[src/rtl/assert_macros.svh]
// assertion macros shared by the walk and top-level rtl files
`ifndef ASSERT_MACROS_SVH
`define ASSERT_MACROS_SVH

// condition a implies condition b in the same cycle
`define ASSERT_IMPL(label, clk, rst_n, a, b) \
	label: assert property (@(posedge clk) disable iff (!rst_n) (a) |-> (b)) \
		else $error("assertion failed");

// condition a implies condition b in the next cycle
`define ASSERT_NEXT(label, clk, rst_n, a, b) \
	label: assert property (@(posedge clk) disable iff (!rst_n) (a) |=> (b)) \
		else $error("assertion failed");

`endif

[src/rtl/cr2r_pkg.sv]
// types, op codes and helper functions for the cigar position mapper
package cr2r_pkg;

	localparam int unsigned StartW  = 31;
	localparam int unsigned TargetW = 32;
	localparam int unsigned LenW    = 28;
	localparam int unsigned RefW    = 34;
	localparam int unsigned ReadW   = 31;

	typedef enum logic [3:0] {
		OP_M     = 4'd0,
		OP_I     = 4'd1,
		OP_D     = 4'd2,
		OP_N     = 4'd3,
		OP_S     = 4'd4,
		OP_H     = 4'd5,
		OP_P     = 4'd6,
		OP_EQ    = 4'd7,
		OP_X     = 4'd8
	} op_t;

	typedef struct packed {
		logic               first;
		logic [StartW-1:0]  start;
		logic [TargetW-1:0] target;
		logic [3:0]         op;
		logic [LenW-1:0]    len;
		logic               empty;
		logic               last;
	} item_t;

	typedef struct packed {
		logic             found;
		logic [ReadW-1:0] index;
	} result_t;

	function automatic logic eats_read(input logic [3:0] op);
		logic r;
		unique case (op) inside
			OP_M, OP_I, OP_S, OP_EQ, OP_X: r = 1'b1;
			default:                       r = 1'b0;
		endcase
		return r;
	endfunction

	function automatic logic eats_ref(input logic [3:0] op);
		logic r;
		unique case (op) inside
			OP_M, OP_D, OP_N, OP_EQ, OP_X: r = 1'b1;
			default:                       r = 1'b0;
		endcase
		return r;
	endfunction

	// read cursor add, saturating at the largest 31-bit index
	function automatic logic [ReadW-1:0] read_add(input logic [ReadW-1:0] base,
			input logic [LenW-1:0] amount);
		logic [ReadW:0] s;
		s = {1'b0, base} + {{(ReadW+1-LenW){1'b0}}, amount};
		return s[ReadW] ? {ReadW{1'b1}} : s[ReadW-1:0];
	endfunction

endpackage

[src/rtl/cr2r_in_stage.sv]
// input register holding one cigar element request
module cr2r_in_stage (
	input  logic           clk,
	input  logic           arst_n,
	input  logic           in_valid,
	output logic           in_ready,
	input  cr2r_pkg::item_t item,
	input  logic           advance,
	output logic           valid_s1,
	output cr2r_pkg::item_t item_s1
);
	import cr2r_pkg::*;

	assign in_ready = !valid_s1 || advance;

	always_ff @(posedge clk or negedge arst_n) begin
		if (!arst_n) begin
			valid_s1 <= 1'b0;
		end else if (in_ready) begin
			valid_s1 <= in_valid;
		end
	end

	always_ff @(posedge clk) begin
		if (in_valid && in_ready) begin
			item_s1 <= item;
		end
	end

endmodule

[src/rtl/cr2r_walk.sv]
// running walk state and per-element cursor update
module cr2r_walk (
	input  logic             clk,
	input  logic             arst_n,
	input  logic             take,
	input  cr2r_pkg::item_t  item,
	output cr2r_pkg::result_t result
);
	import cr2r_pkg::*;
	`include "assert_macros.svh"

	logic [RefW-1:0]    ref_q, ref_b, ref_n, next_ref, adv_ref, tgt_wide, diff;
	logic [ReadW-1:0]   rd_q, rd_b, rd_n;
	logic [TargetW-1:0] tgt_q, tgt_b;
	logic               done_q, done_b, done_n;
	logic               gap_q, gap_b, gap_n;
	logic               step, gap_op, found_n;

	always_comb begin
		ref_b  = ref_q;
		rd_b   = rd_q;
		tgt_b  = tgt_q;
		done_b = done_q;
		gap_b  = gap_q;
		// first element restarts the walk
		if (item.first) begin
			tgt_b  = item.target;
			ref_b  = {{(RefW-StartW){1'b0}}, item.start} + RefW'(1);
			rd_b   = '0;
			gap_b  = 1'b0;
			done_b = ({{(RefW-TargetW){1'b0}}, item.target} == ref_b);
		end
		tgt_wide = {{(RefW-TargetW){1'b0}}, tgt_b};
		adv_ref  = eats_ref(item.op) ? {{(RefW-LenW){1'b0}}, item.len} : '0;
		next_ref = ref_b + adv_ref;
		diff     = tgt_wide - ref_b;
		gap_op   = (item.op == OP_D) || (item.op == OP_N);
		step     = !item.empty && !done_b && (ref_b <= tgt_wide);

		ref_n  = ref_b;
		rd_n   = rd_b;
		done_n = done_b;
		gap_n  = gap_b;
		if (step) begin
			if (gap_op && (ref_b < tgt_wide) && (next_ref > tgt_wide)) begin
				gap_n  = 1'b1;
				done_n = 1'b1;
			end else if (tgt_wide <= next_ref) begin
				// target lies inside this element, offset fits the length
				if (eats_read(item.op)) begin
					rd_n = read_add(rd_b, diff[LenW-1:0]);
				end
				ref_n  = tgt_wide;
				done_n = 1'b1;
			end else begin
				ref_n = next_ref;
				if (eats_read(item.op)) begin
					rd_n = read_add(rd_b, item.len);
				end
			end
		end

		found_n      = !gap_n && (ref_n == tgt_wide);
		result.found = found_n;
		result.index = found_n ? rd_n : '0;
	end

	always_ff @(posedge clk or negedge arst_n) begin
		if (!arst_n) begin
			ref_q  <= '0;
			rd_q   <= '0;
			tgt_q  <= '0;
			done_q <= 1'b0;
			gap_q  <= 1'b0;
		end else if (take) begin
			ref_q  <= ref_n;
			rd_q   <= rd_n;
			tgt_q  <= tgt_b;
			done_q <= done_n;
			gap_q  <= gap_n;
		end
	end

	`ASSERT_IMPL(a_gap_ends_walk, clk, arst_n, gap_q, done_q)
	`ASSERT_NEXT(a_done_holds_ref, clk, arst_n, take && !item.first && done_q, $stable(ref_q))
	`ASSERT_IMPL(a_found_in_range, clk, arst_n, done_q && !gap_q, ref_q == RefW'(tgt_q))

endmodule

[src/rtl/cr2r_out_stage.sv]
// result register towards the receiver
module cr2r_out_stage (
	input  logic              clk,
	input  logic              arst_n,
	input  logic              load,
	input  cr2r_pkg::result_t result,
	output logic              slot_free,
	output logic              out_valid,
	input  logic              out_ready,
	output logic              found,
	output logic [cr2r_pkg::ReadW-1:0] read_index
);
	import cr2r_pkg::*;

	result_t res_q;

	assign slot_free  = !out_valid || out_ready;
	assign found      = res_q.found;
	assign read_index = res_q.index;

	always_ff @(posedge clk or negedge arst_n) begin
		if (!arst_n) begin
			out_valid <= 1'b0;
		end else if (load) begin
			out_valid <= 1'b1;
		end else if (out_ready) begin
			out_valid <= 1'b0;
		end
	end

	always_ff @(posedge clk) begin
		if (load) begin
			res_q <= result;
		end
	end

endmodule

[src/rtl/cigar_ref_to_read_position.sv]
// top level: maps a reference position to a read index over streamed cigar elements
//
// input channel: one cigar element per request (in_valid / in_ready). the
// first element of a read carries ref_start and target_pos; empty_cigar marks
// a read with no elements, last_element closes the read.
// output channel: one request (out_valid / out_ready) per read, on its last
// element, giving found and read_index (zero when not found).
// result path: the input register takes the last element when it is accepted,
// and the walk loads the result register from it once the element advances,
// which waits for a free result register; out_valid then rises.
// throughput: one element per cycle while no closing element waits; the
// cursor update is a single add and compare pass from the walk state registers.
// when the receiver stalls, elements that give no result keep flowing; an
// element closing a read waits in the input register until the result
// register is free, and in_ready drops only then.
// reset clears the walk state to zero and empties both registers.
module cigar_ref_to_read_position (
	input  logic                         clk,
	input  logic                         arst_n,
	input  logic                         in_valid,
	output logic                         in_ready,
	input  logic                         first_element,
	input  logic [cr2r_pkg::StartW-1:0]  ref_start,
	input  logic [cr2r_pkg::TargetW-1:0] target_pos,
	input  logic [3:0]                   op_code,
	input  logic [cr2r_pkg::LenW-1:0]    op_length,
	input  logic                         empty_cigar,
	input  logic                         last_element,
	output logic                         out_valid,
	input  logic                         out_ready,
	output logic                         found,
	output logic [cr2r_pkg::ReadW-1:0]   read_index
);
	import cr2r_pkg::*;
	`include "assert_macros.svh"

	item_t   item_in, item_s1;
	result_t walk_res;
	logic    valid_s1, advance, slot_free;

	assign item_in.first  = first_element;
	assign item_in.start  = ref_start;
	assign item_in.target = target_pos;
	assign item_in.op     = op_code;
	assign item_in.len    = op_length;
	assign item_in.empty  = empty_cigar;
	assign item_in.last   = last_element;

	// an element with a result needs a free result slot
	assign advance = valid_s1 && (!item_s1.last || slot_free);

	cr2r_in_stage u_in (
		.clk      (clk),
		.arst_n   (arst_n),
		.in_valid (in_valid),
		.in_ready (in_ready),
		.item     (item_in),
		.advance  (advance),
		.valid_s1 (valid_s1),
		.item_s1  (item_s1)
	);

	cr2r_walk u_walk (
		.clk    (clk),
		.arst_n (arst_n),
		.take   (advance),
		.item   (item_s1),
		.result (walk_res)
	);

	cr2r_out_stage u_out (
		.clk        (clk),
		.arst_n     (arst_n),
		.load       (advance && item_s1.last),
		.result     (walk_res),
		.slot_free  (slot_free),
		.out_valid  (out_valid),
		.out_ready  (out_ready),
		.found      (found),
		.read_index (read_index)
	);

	`ASSERT_IMPL(a_ready_when_out_free, clk, arst_n, !out_valid, in_ready)
	`ASSERT_NEXT(a_last_gives_result, clk, arst_n, advance && item_s1.last, out_valid)
	`ASSERT_IMPL(a_no_index_when_missing, clk, arst_n, out_valid && !found, read_index == '0)

endmodule

[config.mk]
export PLATFORM = sky130hd
export DESIGN_NAME = cigar_ref_to_read_position
export DESIGN_NICKNAME = d
export VERILOG_FILES = /design/src/rtl/cr2r_pkg.sv /design/src/rtl/cr2r_in_stage.sv /design/src/rtl/cr2r_walk.sv /design/src/rtl/cr2r_out_stage.sv /design/src/rtl/cigar_ref_to_read_position.sv
export VERILOG_INCLUDE_DIRS = /design/src /design/src/rtl
export SDC_FILE = /design/constraint.sdc
export NUM_CORES = 1
export LEC_CHECK = 0
export CORE_ASPECT_RATIO = 0.75
export CORE_MARGIN = 1.5
export CORE_UTILIZATION = 45
export DETAILED_ROUTE_END_ITERATION = 10
export DONT_BUFFER_PORTS = 1
export MAX_ROUTING_LAYER = met4
export PLACE_DENSITY = 0.68
export SETUP_SLACK_MARGIN = 0.05
export SYNTH_ARGS = -nofsm -noshare
export SYNTH_HDL_FRONTEND = slang
export SYNTH_SLANG_ARGS = --single-unit
[constraint.sdc]
create_clock -name clk -period 10.6 [get_ports clk]
set_clock_uncertainty 0.15 [all_clocks]
set_input_delay 0.53 -clock clk [delete_from_list [all_inputs] [get_ports clk]]
set_output_delay 0.53 -clock clk [all_outputs]
set_load 0.01 [all_outputs]
==> impl_results.md <==
* Post-route minimum period at 9.97 ns
* Core Util, Final at 51.4%
* Sequential power share at 25.3%
* Post-DP Area at 20600 sq um
* Syn nets at 2602
* Hold slack at 0.137 ns
* Max Slew Vio Count at 0
* Worst IR Drop VDD at 144 uV
* Core ar. at 43700 sq um
* Vias at 18211
* FF-to-FF End: u_out.read_index[1]
* Nets@finish at 2660
* YS warnings at 0
* Root buffer cell: clkbuf_16
* Maximum clock insertion buffer count at 3
* Number of global-route vias before repair at 17593
* CTS buffer count at 25
* Die ar. at 45900 sq um
* CP required at 10.73 ns
* Rel. slew slack at 28.6%
* Switching share of total power at 46.0%
* Post-synthesis instance total at 2322
* Most frequent cells in the layout: 225 x nand2_1, 190 x nor2_1, 174 x ha_1
* Worst Hold Class: in2reg
* Netlist Area Pre-Place at 20100 sq um
* Total Neg Setup Slack at 0 ns
* First-pass GRT wire length at 105000 um
* Max incr delay on CP at 0.68 ns
* Most common cell after layout, fill and taps aside: nand2_1
* Final worst path period share at 94.0%
* R2r setup slk at 0.63 ns
* Final instance area at 22400 sq um
* Crit. Startpoint: u_in.item_s1[69]
* DR iter-0 viols at 1718
* Post-CTS setup buffers at 0
* Logic pwr share at 56.7%
* Setup violators final at 0
* Critical Path Most Common Cell: nand2_1
* Area added between synthesis and finish at 11.9%
* Pleak at 9.31 nW
* RSZ-0062 raised after global routing: false
* IO buf count at 0
* Tightest Pin Transition at 1.04 ns
* Worst EP arrival at 10.09 ns
* Post-route insts no fill at 2978
* Ports at 136
* Max-cap violations at 0
* Grt total ovfl at 0
* Fill count at 4151
* Crit end category: flop
* Share of cells above drive strength 1 at 5.59%
* Routed vias/inst at 6.12
* Htree depth at 1
* Clk pwr share at 18.0%
* Cell total after placement at 2830
* Startpoint Class: flop
* # rows at 66
* Critical path type: reg2reg
* Critical-path top delay cell: a2111oi_0
* CTS Sinks at 231
* Netlist cell types at 84
* Mapped Avg Cell Area at 8.64 sq um
* Yosys reg bits at 231
* Post-Route WL at 69100 um
* Reg2reg path depth at 28
* TritonCTS clock tree: yes
* Internal Pwr Total at 2.56 mW
* GPL Wtd Cong at 1.01
* Post-route DRC at 0
* Critical path endpoint: u_out.read_index[1]
* Die Ht at 186 um
* Final-report hold violation count at 0
* Worst-path clk slew at 0.06 ns
* Initial Util at 45.9%
* Die width at 247 um
* Peak Freq at 100 MHz
* Register area at 6430 sq um
* Most used DFF post-synth: edfxtp_1
* Maximum number of pins on one net before global-route repair at 102
* Initial antenna violation count at 3
* Worst skew pair latency at 0.56 ns
* Multi-input combinational cell area at 12800 sq um
* Ys async rst share at 43.7%
* Switch Pwr at 2.18 mW
* Wire per inst at 23.2 um
* Outcome: finished, final reports clean
* TritonRoute pass-1 iters at 6
* Routed Antenna Nets at 0
* EDFF count, synth at 130
* Worst r2r src: u_in.item_s1[69]
* Seq/Total Area, Yosys at 32.1%
* Worst Path Max Fanout at 12
* GRT Util Overall at 31.0%
* Dpl hpwl at 54200 um
* Pwr dens at 212 nW/um^2
[cells by family after synthesis]
kind of cell / synth area share (%)
compound gates: 21.8
xor+xnor: 8.22
fa+ha+maj: 11.3
buf+inv: 4.41
flops: 32.1
mux: 2.13
simple gates: 20.1
[power by group through the flow]
stage / Sequential (mW) / Clock [mW] / Combinational [mW]
after floorplan: 1.18 / 0 / 1.89
after global placement: 1.21 / 0 / 2.56
after detailed placement: 1.21 / 0 / 2.58
after CTS: 1.20 / 0.873 / 2.64
after global routing: 1.22 / 0.906 / 2.95
final: 1.20 / 0.854 / 2.69
[synth_stat cells (27+ instances only)]
| cell | n | area share, % |
|---|---|---|
| nor3_1 | 55 | 1.4 |
| xor2_1 | 45 | 2.0 |
| and2_1 | 49 | 1.5 |
| o211ai_1 | 32 | 1.2 |
| a21oi_1 | 171 | 4.3 |
| dfrtp_1 | 101 | 13 |
| a211oi_1 | 37 | 1.4 |
| nor2_1 | 190 | 3.6 |
| a21o_1 | 52 | 1.9 |
| nand3_1 | 55 | 1.4 |
| clkbuf_1 | 70 | 1.3 |
| o22ai_1 | 27 | 0.84 |
| o21a_1 | 30 | 1.1 |
| mux2i_1 | 37 | 1.8 |
| nand4_1 | 43 | 1.3 |
| xnor2_1 | 115 | 5.0 |
| edfxtp_1 | 130 | 19 |
| o21ai_0 | 156 | 3.9 |
| inv_1 | 116 | 2.2 |
| nand2_1 | 226 | 4.2 |
| ha_1 | 174 | 11 |
| nor2b_1 | 41 | 1.3 |
[worst min-delay path by stage]
stage,from,end,depth (start not counted)
4_1_cts,out_ready,u_out.out_valid,2
6_report,out_ready,u_out.out_valid,2
3_3_place_gp,arst_n,u_walk.tgt_q[0],0
2_1_floorplan,arst_n,u_in.valid_s1,0
3_5_place_dp,arst_n,u_walk.tgt_q[0],0
5_1_grt,out_ready,u_in.valid_s1,3
[cell type report]
class / instances / share of cell area [%]
clock inverter: 9 / 0.251
tap: 578 / 3.22
antenna: 2 / 0.0223
inverter: 117 / 1.96
clock buffer: 36 / 3.21
sequential: 231 / 28.7
timing repair buffer: 136 / 5.75
multi-input combinational: 1869 / 56.9
[worst max-delay path: cells and delay by family, from the launching register on]
family / cells / cell delay, ns
simple gates: 11 / 3.37
flops: 1 / 0.51
compound gates: 12 / 4.20
fa+ha+maj: 2 / 0.74
buf+inv: 2 / 0.49
xor+xnor: 1 / 0.19
[timing repair]
action	4_1_cts	5_1_grt
endpoints found under the setup margin	0	31
hold endpoints to repair	200	0
gates resized for setup	0	2
hold buffers	101	0
[registers in the layout (all words and copies together) (netlist names)]
signal / flops
u_walk.ref_q: 34
u_walk.tgt_q: 32
u_out.out_valid: 1
u_walk.gap_q: 1
u_in.item_s1: 98
u_out.read_index: 31
u_in.valid_s1: 1
u_out.found: 1
u_walk.rd_q: 31
u_walk.done_q: 1
[metal layers]
metal | GRT usage (%) | share of wire, %
met2 | 45.5 | 42
met1 | 42.7 | 47
met4 | 8.61 | 3.1
met5 | - | 0
met3 | 6.95 | 8.0
[stage by stage]
step / power (mW) / setup slack, ns
2_1_floorplan: 3.07 / 3.00
3_3_place_gp: 3.78 / 0.883
3_5_place_dp: 3.80 / 0.878
4_1_cts: 4.71 / 0.810
5_1_grt: 5.07 / 0.284
6_report: 4.75 / 0.634
(Power assumes the default switching activity.)
